<file path="config.mk">
export PLATFORM = sky130hd
export DESIGN_NAME = yaml_line_classifier
export DESIGN_NICKNAME = d
export VERILOG_FILES = /design/src/yaml_lc_pkg.sv /design/src/yaml_lc_scan.sv /design/src/yaml_lc_out.sv /design/src/yaml_line_classifier.sv
export SDC_FILE = /design/constraint.sdc
export NUM_CORES = 1
export LEC_CHECK = 0
export ABC_AREA = 1
export BUFFER_PORTS_ARGS = -buffer_cell sky130_fd_sc_hd__buf_2
export CORE_MARGIN = 1.5
export CORE_UTILIZATION = 50
export CTS_BUF_LIST = sky130_fd_sc_hd__clkbuf_8
export DETAILED_ROUTE_END_ITERATION = 16
export PLACE_DENSITY = 0.69
export SYNTH_ARGS = -nofsm -noshare
export SYNTH_HDL_FRONTEND = slang
export SYNTH_HIERARCHICAL = 1
export SYNTH_SLANG_ARGS = --single-unit
</file>
<file path="constraint.sdc">
create_clock -name clk_i -period 6.2 [get_ports clk_i]
set_clock_uncertainty 0.15 [all_clocks]
set_input_delay 0.31 -clock clk_i [delete_from_list [all_inputs] [get_ports clk_i]]
set_output_delay 0.31 -clock clk_i [all_outputs]
set_load 0.01 [all_outputs]
</file>
<file path="src/yaml_lc_pkg.sv">
// Shared constants, enums and the line record type of the YAML line classifier.
`timescale 1ns / 1ps

package yaml_lc_pkg;

  localparam int unsigned OffsetWidthDflt = 32;
  localparam int unsigned IndentWidthDflt = 16;

  localparam int unsigned OutOffsetWidth = 32;
  localparam int unsigned OutIndentWidth = 16;

  localparam logic [7:0] ChLf    = 8'h0A;
  localparam logic [7:0] ChCr    = 8'h0D;
  localparam logic [7:0] ChTab   = 8'h09;
  localparam logic [7:0] ChSpace = 8'h20;
  localparam logic [7:0] ChHash  = 8'h23;
  localparam logic [7:0] ChPct   = 8'h25;
  localparam logic [7:0] ChDash  = 8'h2D;
  localparam logic [7:0] ChDot   = 8'h2E;

  // marker progress: 1..3 marker bytes seen, 4 = marker then whitespace
  localparam logic [2:0] MarkLen  = 3'd3;
  localparam logic [2:0] MarkDone = 3'd4;

  typedef enum logic [1:0] {
    PH_LEAD,
    PH_TABWS,
    PH_CONTENT
  } phase_e;

  typedef enum logic [1:0] {
    MK_NONE,
    MK_DASH,
    MK_DOT
  } mark_e;

  typedef struct packed {
    logic [OutOffsetWidth-1:0] line_begin;
    logic [OutOffsetWidth-1:0] line_finish;
    logic [OutIndentWidth-1:0] indent;
    logic [7:0]                first_byte;
    logic                      blank;
    logic                      has_tab;
    logic                      comment;
    logic                      directive;
    logic                      doc_start;
    logic                      doc_end;
    logic                      final_res;
  } rec_t;

endpackage

</file>
<file path="src/yaml_lc_scan.sv">
// Running line state and per-word record classification.
`timescale 1ns / 1ps

module yaml_lc_scan #(
  parameter int unsigned OFFSET_WIDTH = yaml_lc_pkg::OffsetWidthDflt,
  parameter int unsigned INDENT_WIDTH = yaml_lc_pkg::IndentWidthDflt
) (
  input  logic              clk_i,
  input  logic              rst_ni,
  input  logic              take_i,
  input  logic [7:0]        text_byte_i,
  input  logic              no_byte_i,
  input  logic              end_of_text_i,
  output logic              emit_o,
  output yaml_lc_pkg::rec_t rec_o
);

  logic [OFFSET_WIDTH-1:0] byte_off_q, byte_off_d;
  logic [OFFSET_WIDTH-1:0] line_beg_q, line_beg_d;
  logic [INDENT_WIDTH-1:0] spc_q, spc_c, spc_d;
  yaml_lc_pkg::phase_e     phase_q, phase_c, phase_d;
  logic [7:0]              lead_q, lead_c, lead_d;
  logic                    tab_q, tab_c, tab_d;
  logic [2:0]              prog_q, prog_c, prog_d;
  yaml_lc_pkg::mark_e      kind_q, kind_c, kind_d;
  logic                    pend_cr_q, pend_cr_d;

  logic                    is_brk, is_ws, crlf_tail, content;
  logic                    brk_emit, eot_emit, clear;
  logic [OFFSET_WIDTH-1:0] off_inc, finish;
  logic [7:0]              want;
  logic                    col0;

  logic [yaml_lc_pkg::OutOffsetWidth-1:0] out_beg, out_fin;
  logic [yaml_lc_pkg::OutIndentWidth-1:0] out_ind;

  assign is_brk    = (text_byte_i == yaml_lc_pkg::ChLf) || (text_byte_i == yaml_lc_pkg::ChCr);
  assign is_ws     = (text_byte_i == yaml_lc_pkg::ChSpace) || (text_byte_i == yaml_lc_pkg::ChTab);
  assign crlf_tail = pend_cr_q && (text_byte_i == yaml_lc_pkg::ChLf);
  assign content   = !no_byte_i && !crlf_tail && !is_brk;
  assign off_inc   = byte_off_q + OFFSET_WIDTH'(1);
  assign want      = (kind_q == yaml_lc_pkg::MK_DASH) ? yaml_lc_pkg::ChDash : yaml_lc_pkg::ChDot;

  // line state after this word's content byte; equals the held state otherwise
  always_comb begin
    spc_c   = spc_q;
    phase_c = phase_q;
    lead_c  = lead_q;
    tab_c   = tab_q;
    prog_c  = prog_q;
    kind_c  = kind_q;
    if (content) begin
      unique case (phase_q)
        yaml_lc_pkg::PH_LEAD: begin
          if (text_byte_i == yaml_lc_pkg::ChSpace) begin
            if (!(&spc_q)) spc_c = spc_q + INDENT_WIDTH'(1);
          end else if (text_byte_i == yaml_lc_pkg::ChTab) begin
            tab_c   = 1'b1;
            lead_c  = yaml_lc_pkg::ChTab;
            phase_c = yaml_lc_pkg::PH_TABWS;
          end else begin
            lead_c  = text_byte_i;
            phase_c = yaml_lc_pkg::PH_CONTENT;
            if ((spc_q == '0) && (text_byte_i == yaml_lc_pkg::ChDash ||
                                  text_byte_i == yaml_lc_pkg::ChDot)) begin
              kind_c = (text_byte_i == yaml_lc_pkg::ChDash) ? yaml_lc_pkg::MK_DASH
                                                            : yaml_lc_pkg::MK_DOT;
              prog_c = 3'd1;
            end
          end
        end
        yaml_lc_pkg::PH_TABWS: begin
          if (!is_ws) phase_c = yaml_lc_pkg::PH_CONTENT;
        end
        yaml_lc_pkg::PH_CONTENT: begin
          if (kind_q != yaml_lc_pkg::MK_NONE) begin
            if (prog_q < yaml_lc_pkg::MarkLen) begin
              if (text_byte_i == want) prog_c = prog_q + 3'd1;
              else kind_c = yaml_lc_pkg::MK_NONE;
            end else if (prog_q == yaml_lc_pkg::MarkLen) begin
              if (is_ws) prog_c = yaml_lc_pkg::MarkDone;
              else kind_c = yaml_lc_pkg::MK_NONE;
            end
          end
        end
        default: phase_c = phase_q;
      endcase
    end
  end

  assign brk_emit = !no_byte_i && !crlf_tail && is_brk;

  always_comb begin
    byte_off_d = no_byte_i ? byte_off_q : off_inc;
    line_beg_d = line_beg_q;
    pend_cr_d  = pend_cr_q;
    if (!no_byte_i) begin
      pend_cr_d = brk_emit && (text_byte_i == yaml_lc_pkg::ChCr);
      if (crlf_tail || brk_emit) line_beg_d = off_inc;
    end
  end

  // partial last line flushed on the end mark
  assign eot_emit = end_of_text_i && !brk_emit && (line_beg_d != byte_off_d);
  assign finish   = brk_emit ? byte_off_q : byte_off_d;
  assign clear    = brk_emit || end_of_text_i;

  always_comb begin
    if (clear) begin
      spc_d   = '0;
      phase_d = yaml_lc_pkg::PH_LEAD;
      lead_d  = '0;
      tab_d   = 1'b0;
      prog_d  = '0;
      kind_d  = yaml_lc_pkg::MK_NONE;
    end else begin
      spc_d   = spc_c;
      phase_d = phase_c;
      lead_d  = lead_c;
      tab_d   = tab_c;
      prog_d  = prog_c;
      kind_d  = kind_c;
    end
  end

  always_ff @(posedge clk_i or negedge rst_ni) begin
    if (!rst_ni) begin
      byte_off_q <= '0;
      line_beg_q <= '0;
      spc_q      <= '0;
      phase_q    <= yaml_lc_pkg::PH_LEAD;
      lead_q     <= '0;
      tab_q      <= 1'b0;
      prog_q     <= '0;
      kind_q     <= yaml_lc_pkg::MK_NONE;
      pend_cr_q  <= 1'b0;
    end else if (take_i) begin
      byte_off_q <= end_of_text_i ? '0 : byte_off_d;
      line_beg_q <= end_of_text_i ? '0 : line_beg_d;
      spc_q      <= spc_d;
      phase_q    <= phase_d;
      lead_q     <= lead_d;
      tab_q      <= tab_d;
      prog_q     <= prog_d;
      kind_q     <= kind_d;
      pend_cr_q  <= end_of_text_i ? 1'b0 : pend_cr_d;
    end
  end

  assign emit_o = brk_emit || eot_emit;
  assign col0   = (spc_c == '0);

  // record fields; offsets and indent fit to the fixed output widths
  generate
    if (OFFSET_WIDTH >= yaml_lc_pkg::OutOffsetWidth) begin : g_off_trunc
      assign out_beg = line_beg_q[yaml_lc_pkg::OutOffsetWidth-1:0];
      assign out_fin = finish[yaml_lc_pkg::OutOffsetWidth-1:0];
    end else begin : g_off_ext
      assign out_beg = {{(yaml_lc_pkg::OutOffsetWidth-OFFSET_WIDTH){1'b0}}, line_beg_q};
      assign out_fin = {{(yaml_lc_pkg::OutOffsetWidth-OFFSET_WIDTH){1'b0}}, finish};
    end
    if (INDENT_WIDTH >= yaml_lc_pkg::OutIndentWidth) begin : g_ind_trunc
      assign out_ind = spc_c[yaml_lc_pkg::OutIndentWidth-1:0];
    end else begin : g_ind_ext
      assign out_ind = {{(yaml_lc_pkg::OutIndentWidth-INDENT_WIDTH){1'b0}}, spc_c};
    end
  endgenerate

  always_comb begin
    rec_o.line_begin  = out_beg;
    rec_o.line_finish = out_fin;
    rec_o.indent      = out_ind;
    rec_o.final_res   = end_of_text_i;
    rec_o.first_byte  = '0;
    rec_o.blank       = 1'b0;
    rec_o.has_tab     = 1'b0;
    rec_o.comment     = 1'b0;
    rec_o.directive   = 1'b0;
    rec_o.doc_start   = 1'b0;
    rec_o.doc_end     = 1'b0;
    unique case (phase_c)
      yaml_lc_pkg::PH_LEAD: begin
        rec_o.blank = 1'b1;
      end
      yaml_lc_pkg::PH_TABWS: begin
        rec_o.blank   = 1'b1;
        rec_o.has_tab = col0;
      end
      yaml_lc_pkg::PH_CONTENT: begin
        if (tab_c) begin
          rec_o.has_tab    = 1'b1;
          rec_o.first_byte = yaml_lc_pkg::ChTab;
        end else begin
          rec_o.first_byte = lead_c;
          priority if (lead_c == yaml_lc_pkg::ChHash) begin
            rec_o.comment = 1'b1;
          end else if (lead_c == yaml_lc_pkg::ChPct && col0) begin
            rec_o.directive = 1'b1;
          end else if (kind_c != yaml_lc_pkg::MK_NONE && prog_c >= yaml_lc_pkg::MarkLen) begin
            rec_o.doc_start = (kind_c == yaml_lc_pkg::MK_DASH);
            rec_o.doc_end   = (kind_c == yaml_lc_pkg::MK_DOT);
          end else begin
            rec_o.comment = 1'b0;
          end
        end
      end
      default: rec_o.blank = 1'b0;
    endcase
  end

endmodule

</file>
<file path="src/yaml_lc_out.sv">
// Output register for line records, with stall handling toward the input side.
`timescale 1ns / 1ps

module yaml_lc_out (
  input  logic              clk_i,
  input  logic              rst_ni,
  input  logic              in_valid_i,
  output logic              in_stall_o,
  output logic              take_o,
  input  logic              emit_i,
  input  yaml_lc_pkg::rec_t rec_i,
  output logic              out_valid_o,
  input  logic              out_stall_i,
  output yaml_lc_pkg::rec_t rec_o
);

  logic              valid_q;
  yaml_lc_pkg::rec_t rec_q;
  logic              advance;

  // register can be refilled when empty or when its word leaves this cycle
  assign advance    = !valid_q || !out_stall_i;
  assign in_stall_o = !advance;
  assign take_o     = in_valid_i && advance;

  always_ff @(posedge clk_i or negedge rst_ni) begin
    if (!rst_ni) begin
      valid_q <= 1'b0;
    end else if (advance) begin
      valid_q <= take_o && emit_i;
    end
  end

  always_ff @(posedge clk_i) begin
    if (advance && take_o && emit_i) begin
      rec_q <= rec_i;
    end
  end

  assign out_valid_o = valid_q;
  assign rec_o       = rec_q;

endmodule

</file>
<file path="src/yaml_line_classifier.sv">
// Top level of the byte-serial YAML line classifier.
//
//   channel | dir | handshake               | payload
//   --------+-----+-------------------------+------------------------------------------
//   in      | in  | in_valid_i / in_stall_o | text_byte_i, no_byte_i, end_of_text_i
//   out     | out | out_valid_o / out_stall_i | line_begin_o .. final_res_o (one record)
//
// One byte is taken per cycle unless output stalls; the line state updates in the same
// cycle and a record, when the byte ends a line, reaches the output register next cycle.
// Reset clears the offsets and line state; the output register starts empty.
// A stalled output word holds; input is taken whenever the output register is empty
// or its word leaves in the same cycle.
`timescale 1ns / 1ps

module yaml_line_classifier #(
  parameter int unsigned OFFSET_WIDTH = yaml_lc_pkg::OffsetWidthDflt,
  parameter int unsigned INDENT_WIDTH = yaml_lc_pkg::IndentWidthDflt
) (
  input  logic        clk_i,
  input  logic        rst_ni,
  input  logic        in_valid_i,
  output logic        in_stall_o,
  input  logic [7:0]  text_byte_i,
  input  logic        no_byte_i,
  input  logic        end_of_text_i,
  output logic        out_valid_o,
  input  logic        out_stall_i,
  output logic [31:0] line_begin_o,
  output logic [31:0] line_finish_o,
  output logic [15:0] indent_o,
  output logic [7:0]  first_byte_o,
  output logic        blank_o,
  output logic        has_tab_o,
  output logic        comment_o,
  output logic        directive_o,
  output logic        doc_start_o,
  output logic        doc_end_o,
  output logic        final_res_o
);

  logic              take;
  logic              emit;
  yaml_lc_pkg::rec_t rec;
  yaml_lc_pkg::rec_t rec_out;

  yaml_lc_scan #(
    .OFFSET_WIDTH(OFFSET_WIDTH),
    .INDENT_WIDTH(INDENT_WIDTH)
  ) u_scan (
    .clk_i        (clk_i),
    .rst_ni       (rst_ni),
    .take_i       (take),
    .text_byte_i  (text_byte_i),
    .no_byte_i    (no_byte_i),
    .end_of_text_i(end_of_text_i),
    .emit_o       (emit),
    .rec_o        (rec)
  );

  yaml_lc_out u_out (
    .clk_i      (clk_i),
    .rst_ni     (rst_ni),
    .in_valid_i (in_valid_i),
    .in_stall_o (in_stall_o),
    .take_o     (take),
    .emit_i     (emit),
    .rec_i      (rec),
    .out_valid_o(out_valid_o),
    .out_stall_i(out_stall_i),
    .rec_o      (rec_out)
  );

  assign line_begin_o  = rec_out.line_begin;
  assign line_finish_o = rec_out.line_finish;
  assign indent_o      = rec_out.indent;
  assign first_byte_o  = rec_out.first_byte;
  assign blank_o       = rec_out.blank;
  assign has_tab_o     = rec_out.has_tab;
  assign comment_o     = rec_out.comment;
  assign directive_o   = rec_out.directive;
  assign doc_start_o   = rec_out.doc_start;
  assign doc_end_o     = rec_out.doc_end;
  assign final_res_o   = rec_out.final_res;

endmodule
</file>
Word level (Yosys, flattened, before mapping)
Cells that the tools add are included.
{"block": "totals", "input_bits": 14, "reg_bits": 193, "out_inout_bits": 97, "word_cells": 147}
{"block": "op_classes", "n_lt_le_gt_ge": 2, "mux": 59, "bitwise": 2, "eq_ne": 19, "add_sub_neg": 3, "reduce_logical": 40}
{"op": "32-bit 2-to-1 mux", "n": 6}
{"op": "16-bit 2-to-1 mux", "n": 5}
{"op": "8-bit by 6-bit equality test with 1-bit output (second input constant)", "n": 5}
{"op": "8-bit 2-to-1 mux", "n": 5}
{"op": "2-bit 2-to-1 mux", "n": 17}
{"op": "32-bit by 1-bit adder with 32-bit output (second input constant)", "n": 1}
{"op": "16-bit zero test", "n": 2}
{"op": "32-bit inequality test", "n": 1}
{"op": "3-bit 2-to-1 mux", "n": 10}
{"op": "8-bit by 4-bit equality test with 1-bit output (second input constant)", "n": 3}
{"op": "16-bit by 1-bit adder with 16-bit output (second input constant)", "n": 1}
{"op": "16-bit AND reduction", "n": 1}
{"op": "1-bit logical AND", "n": 14}
{"op": "1-bit 2-to-1 mux", "n": 11}
{"op": "2-bit by 1-bit equality test with 1-bit output (second input constant)", "n": 4}
{"op": "8-bit equality test", "n": 1}
{"op": "2-bit one-hot mux with 2 select lines", "n": 2}
{"op": "1-bit zero test", "n": 7}
{"op": "1-bit logical OR", "n": 7}
{"op": "2-bit equality test (second input constant)", "n": 3}
{"op": "3-bit one-hot mux with 2 select lines", "n": 1}
{"op": "5-bit OR reduction", "n": 1}
{"op": "2-bit zero test", "n": 2}
{"op": "4-bit 2-to-1 mux", "n": 1}
{"op": "11 further kinds", "n": 14}

Depth between registers and ports, before layout
{"block": "depth", "depth_word": 12, "depth_mapped": 21, "mapped_depth_nobuf": 20}

Hierarchy
The synthesis kept the hierarchy.
{"module": "yaml_lc_scan", "area_each_um2": 8085.3, "cells_per_inst": 1375, "n_inst": 1}
{"module": "yaml_lc_out", "area_each_um2": 2916.5, "cells_per_inst": 104, "n_inst": 1}

Worst setup path before layout
No wires, ideal clock.
{"block": "synth_timing", "kind": "reg2reg", "start": "register u_scan.byte_off_q[0]", "end": "register u_out.rec_q (netlist bit u_out/rec_o[0]), enable pin", "stages_incl_launch_ff": 20, "setup_slack_ns": 1.260, "t_arrival_ns": 4.317, "setup_ns": 0.473, "t_required_ns": 5.577, "period_less_slack_ns": 4.940, "path_buffers": 0, "cell_sequence": "dfrtp_1 -> ha_1 -> nand2_1 -> nor2_2 -> nand2_2 -> nor2_4 -> nand3_1 -> nand3_1 -> nand2_1 -> inv_1 -> nand2_1 -> nand2_1 -> nor2_1 -> nand2_1 -> nor2_1 -> nand3_1 -> nand2_1 -> nand2_1 -> inv_1 -> nor2_2"}
{"block": "synth_between", "elab_chain_len": 7, "word_cells_on_any_way": 8, "classes_between": "add/sub (1); eq/ne (1); mux (3); reduce/logical (3)"}
{"item": "start, declared", "line": "yaml_lc_scan.sv:18", "source": "logic [OFFSET_WIDTH-1:0] byte_off_q, byte_off_d;"}
{"item": "start signal, assigned", "line": "yaml_lc_scan.sv:138", "source": "byte_off_q <= end_of_text_i ? '0 : byte_off_d;"}
{"item": "32-bit by 1-bit adder with 32-bit output", "line": "yaml_lc_scan.sv:41", "source": "assign off_inc = byte_off_q + OFFSET_WIDTH'(1);"}
{"item": "32-bit 2-to-1 mux", "line": "yaml_lc_scan.sv:99", "source": "if (crlf_tail || brk_emit) line_beg_d = off_inc;"}
{"item": "32-bit 2-to-1 mux", "line": "yaml_lc_scan.sv:97", "source": "if (!no_byte_i) begin"}
{"item": "32-bit inequality test *", "line": "yaml_lc_scan.sv:104", "source": "assign eot_emit = end_of_text_i && !brk_emit && (line_beg_d != byte_off_d);"}
{"item": "1-bit logical AND *", "line": "yaml_lc_scan.sv:104"}
{"item": "1-bit logical OR *", "line": "yaml_lc_scan.sv:150", "source": "assign emit_o = brk_emit || eot_emit;"}
{"item": "via emit", "line": "yaml_line_classifier.sv:42", "source": "logic emit;"}
{"item": "1-bit logical AND *", "line": "yaml_lc_out.sv:35", "source": "if (advance && take_o && emit_i) begin"}
{"item": "end signal, assigned", "line": "yaml_lc_out.sv:36", "source": "rec_q <= rec_i;"}
{"item": "end, declared", "line": "yaml_lc_out.sv:18", "source": "yaml_lc_pkg::rec_t rec_q;"}
The timed path passes the listed nets; every way through them passes the cells marked *.
A chain may end at the register's enable or synchronous reset.

Worst setup path in the final report
{"block": "layout_timing", "start": "register u_scan.byte_off_q[2]", "end": "register u_out.rec_q (netlist bit u_out/rec_o[52]), enable pin"}
The elaborated chain is that of the path after synthesis.

==> results.ini <==
[place]
place_area_mm2 = 0.01175
pre_cts_ws_ns = 1.858
place_inst = 1827
hpwl_um = 19770
io_buffer_count = 110
gp_congestion = 0.9384

[setup_path]
crit_top_cell = nand2_1
r2r_start = u_scan/byte_off_q[2]
arrival_ns = 4.08
crit_start = u_scan/byte_off_q[2]
r2r_slack_ns = 2.09
crit_family = simple AND/OR/NAND/NOR gates
crit_fanout = 74
worstSetupEndpointType = flop
crit_required_ns = 6.17
crit_chain = nand2_1 -> nor2_2 -> nand2_1 -> nor2_1 -> nand3_1 -> nand2_1 -> nand2_1 -> nand2_1 -> nand2_1 -> nand2_1 -> nor2_1 -> nand2_1 -> nor2_1 -> nand3_1 -> nand2_1 -> nand2_1 -> inv_1 -> nor2_4 -> buf_12
worstSetupPathType = flop to flop
cp_num_buf_inv = 2
cp_slowest_cell = nor2_4
start_kind = flop
max_stage_delay_ns = 0.54

[sta]
setup_tns_ns = 0
worstMarginPinSlew_ns = 1.051
rsz0062_at_grt = false
hold_violations = 0
maxSlewHeadroom_pct = 29.87
setup_viol = 0
period_share_pct = 66.21
fmaxAchievable_mhz = 243.6
fin_crit_ns = 4.105
final.setup.worst_slack_ns = 2.095
slew_violations = 0

[power_and_ir_drop]
power_per_cell_area_mw_per_mm2 = 222.1
ir_drop_mv = 0.1394
power.leakage_nw = 5.553
power_mw = 2.704

[clocking]
cts_buffer_depth = 2
tritoncts = done
cts.sinks = 193
cts_buffers = 17
insertion_delay_ns = 0.48
cts-root-buf = clkbuf_8
htreeDepth = 4
clk_pin_slew_ns = 0.11

[yosys]
synth_area_leaders = edfxtp_1 (26%), dfrtp_1 (22%), nand2_1 (20%)
yosysUniqueCellTypes = 37
synthCells = 1479
yosys.area.top_type = edfxtp_1
syn_area_per_cell_um2 = 7.439
yosysTopAreaCellShare_pct = 25.93
syn_nets = 1501
yosysSeqAreaShare_pct = 48.22
yosys_warnings = 6
synth-seq-cells = 193
synth_area_mm2 = 0.01100

[routing]
wl_per_cell_um = 15.69
route.vias.total = 10110
drt-vias-per-instance = 5.435
first_pass_iters = 5
ant_nets = 0
drt_iter0_drc = 912
drt_wl_total_um = 29200
drcViolationCount = 0

[floorplanning]
die_area_mm2 = 0.02290
initial_utilization_pct = 50.73
design.portCount = 111
dieHeight_um = 151.3
row_count = 54
core_mm2 = 0.02169
fp.dieW_um = 151.3

[grt]
grt_overflow = 0
track_usage_pct = 26.12
met3_usage_pct = 3.735
busiest_layer = met2
met1_usage_pct = 38.08
grt_use_met2_pct = 39.41
grt_pass1_wl_um = 46040
antenna_found_initial = 0
first_global_vias = 9041
grt_max_degree = 78

[worst_hold_path]
hold_class = primary input to flop
min_from = in_valid_i

[run]
maxCapViolations = 0

[run_status]
outcome = finished, final reports clean

[layout]
diodes = 0
fin_cells = 1861
stdcell_area_mm2 = 0.01217
area_delta_synth_final_pct = 10.66
mostFrequentLayoutCell = nand2_1
drive_above_1_share_pct = 12.21
fin_nets = 1590
mostFrequentLayoutCells = nand2_1 (574), inv_1 (164), nor2_1 (121)

==> power breakdown <==
| group | internal (mW) | leakage (nW) | total, mW | switching [mW] |
|---|---|---|---|---|
| combinational | 0.118 | 3.09 | 0.396 | 0.279 |
| clock | 0.377 | 0.207 | 0.858 | 0.481 |
| sequential | 1.41 | 2.26 | 1.45 | 0.0420 |
| total | 1.90 | 5.55 | 2.70 | 0.802 |
==> logic make-up (layout without fill, tap and decap cells) <==
group,after synthesis,after routing,synth area share [%]
AO/OA/AOI/OAI,185,185,9.564
XOR/XNOR,7,7,0.5573
adder cells (fa/ha/maj),8,8,0.9099
buffers and inverters,216,318,7.768
flip-flops,193,193,48.22
AND/OR/NAND/NOR,870,870,32.98
==> synth_stat cells (all sizes together) <==
library cell	number
edfxtp	95
dfrtp	98
or2	1
o22ai	63
clkbuf	30
nor2	144
clkinv	1
ha	8
buf	20
xor2	6
nand2	590
nand3b	1
a22oi	2
nand3	110
o211ai	1
o21ai	102
a21boi	2
xnor2	1
a22o	5
inv	165
a21oi	9
nor3	7
nand4	17
a32o	1
==> flip-flops by register name, indices dropped and copies added, names as in the netlist <==
signal             cells
u_out/rec_o           95
u_scan/byte_off_q     32
u_scan/line_beg_q     32
u_scan/spc_q          16
u_scan/lead_q          8
u_scan/prog_q          3
u_scan/kind_q          2
u_scan/phase_q         2
u_out/out_valid_o      1
u_scan/pend_cr_q       1
u_scan/tab_q           1
==> final cells by class <==
| type | instances | area [um2] |
|---|---|---|
| fill | 2033 | 9514 |
| timing repair buffer | 120 | 645.6 |
| multi-input combinational | 1070 | 4847 |
| sequential | 193 | 5305 |
| clock buffer | 18 | 247.7 |
| clock inverter | 14 | 155.1 |
| tap | 280 | 350.3 |
| inverter | 166 | 623.1 |
==> timing repair <==
| item | in CTS | in global routing |
|---|---|---|
| hold buffers | 2 | 0 |
| setup buffers | 0 | 0 |
| endpoints found under the hold margin | 42 | 0 |
| resized for setup | 0 | 0 |
==> metrics by stage <==
stage	hold WS, ns	utilization [%]
CTS	0.008209	56.13
global route	0.06315	56.13
floorplan	-0.1356	-
detailed placement	0.2046	54.18
finish	0.05004	56.13
global placement	0.2069	54.18
==> worst reg2reg max path, cell delays in order, from the launching register on <==
cell and delay (ns):
dfrtp_1 0.49, nand2_1 0.15, nor2_2 0.24, nand2_1 0.25, nor2_1 0.38, nand3_1 0.19, nand2_1 0.12, nand2_1 0.06
nand2_1 0.10, nand2_1 0.05, nand2_1 0.07, nor2_1 0.04, nand2_1 0.09, nor2_1 0.08, nand3_1 0.08, nand2_1 0.05
nand2_1 0.05, inv_1 0.08, nor2_4 0.54, buf_12 0.39
==> metal layers <==
| metal | vias up | part of all wire [%] |
|---|---|---|
| met4 | 0 | 2.3 |
| met1 | 4672 | 47 |
| met3 | 45 | 7.3 |
| met2 | 427 | 43 |
| li1 | 4970 | - |
| met5 | - | 0 |
==> worst paths after layout <==
| kind | end | depth (start not counted) |
|---|---|---|
| min in group asynchronous | u_scan/lead_q[0] | 2 |
| max | u_out/rec_o[52] | 19 |
| min reg2reg | u_out/rec_o[78] | 0 |
| min | u_out/out_valid_o | 3 |
| max in group asynchronous | u_scan/line_beg_q[12] | 3 |
| max reg2reg | u_out/rec_o[52] | 19 |
(Power assumes the default switching activity.)
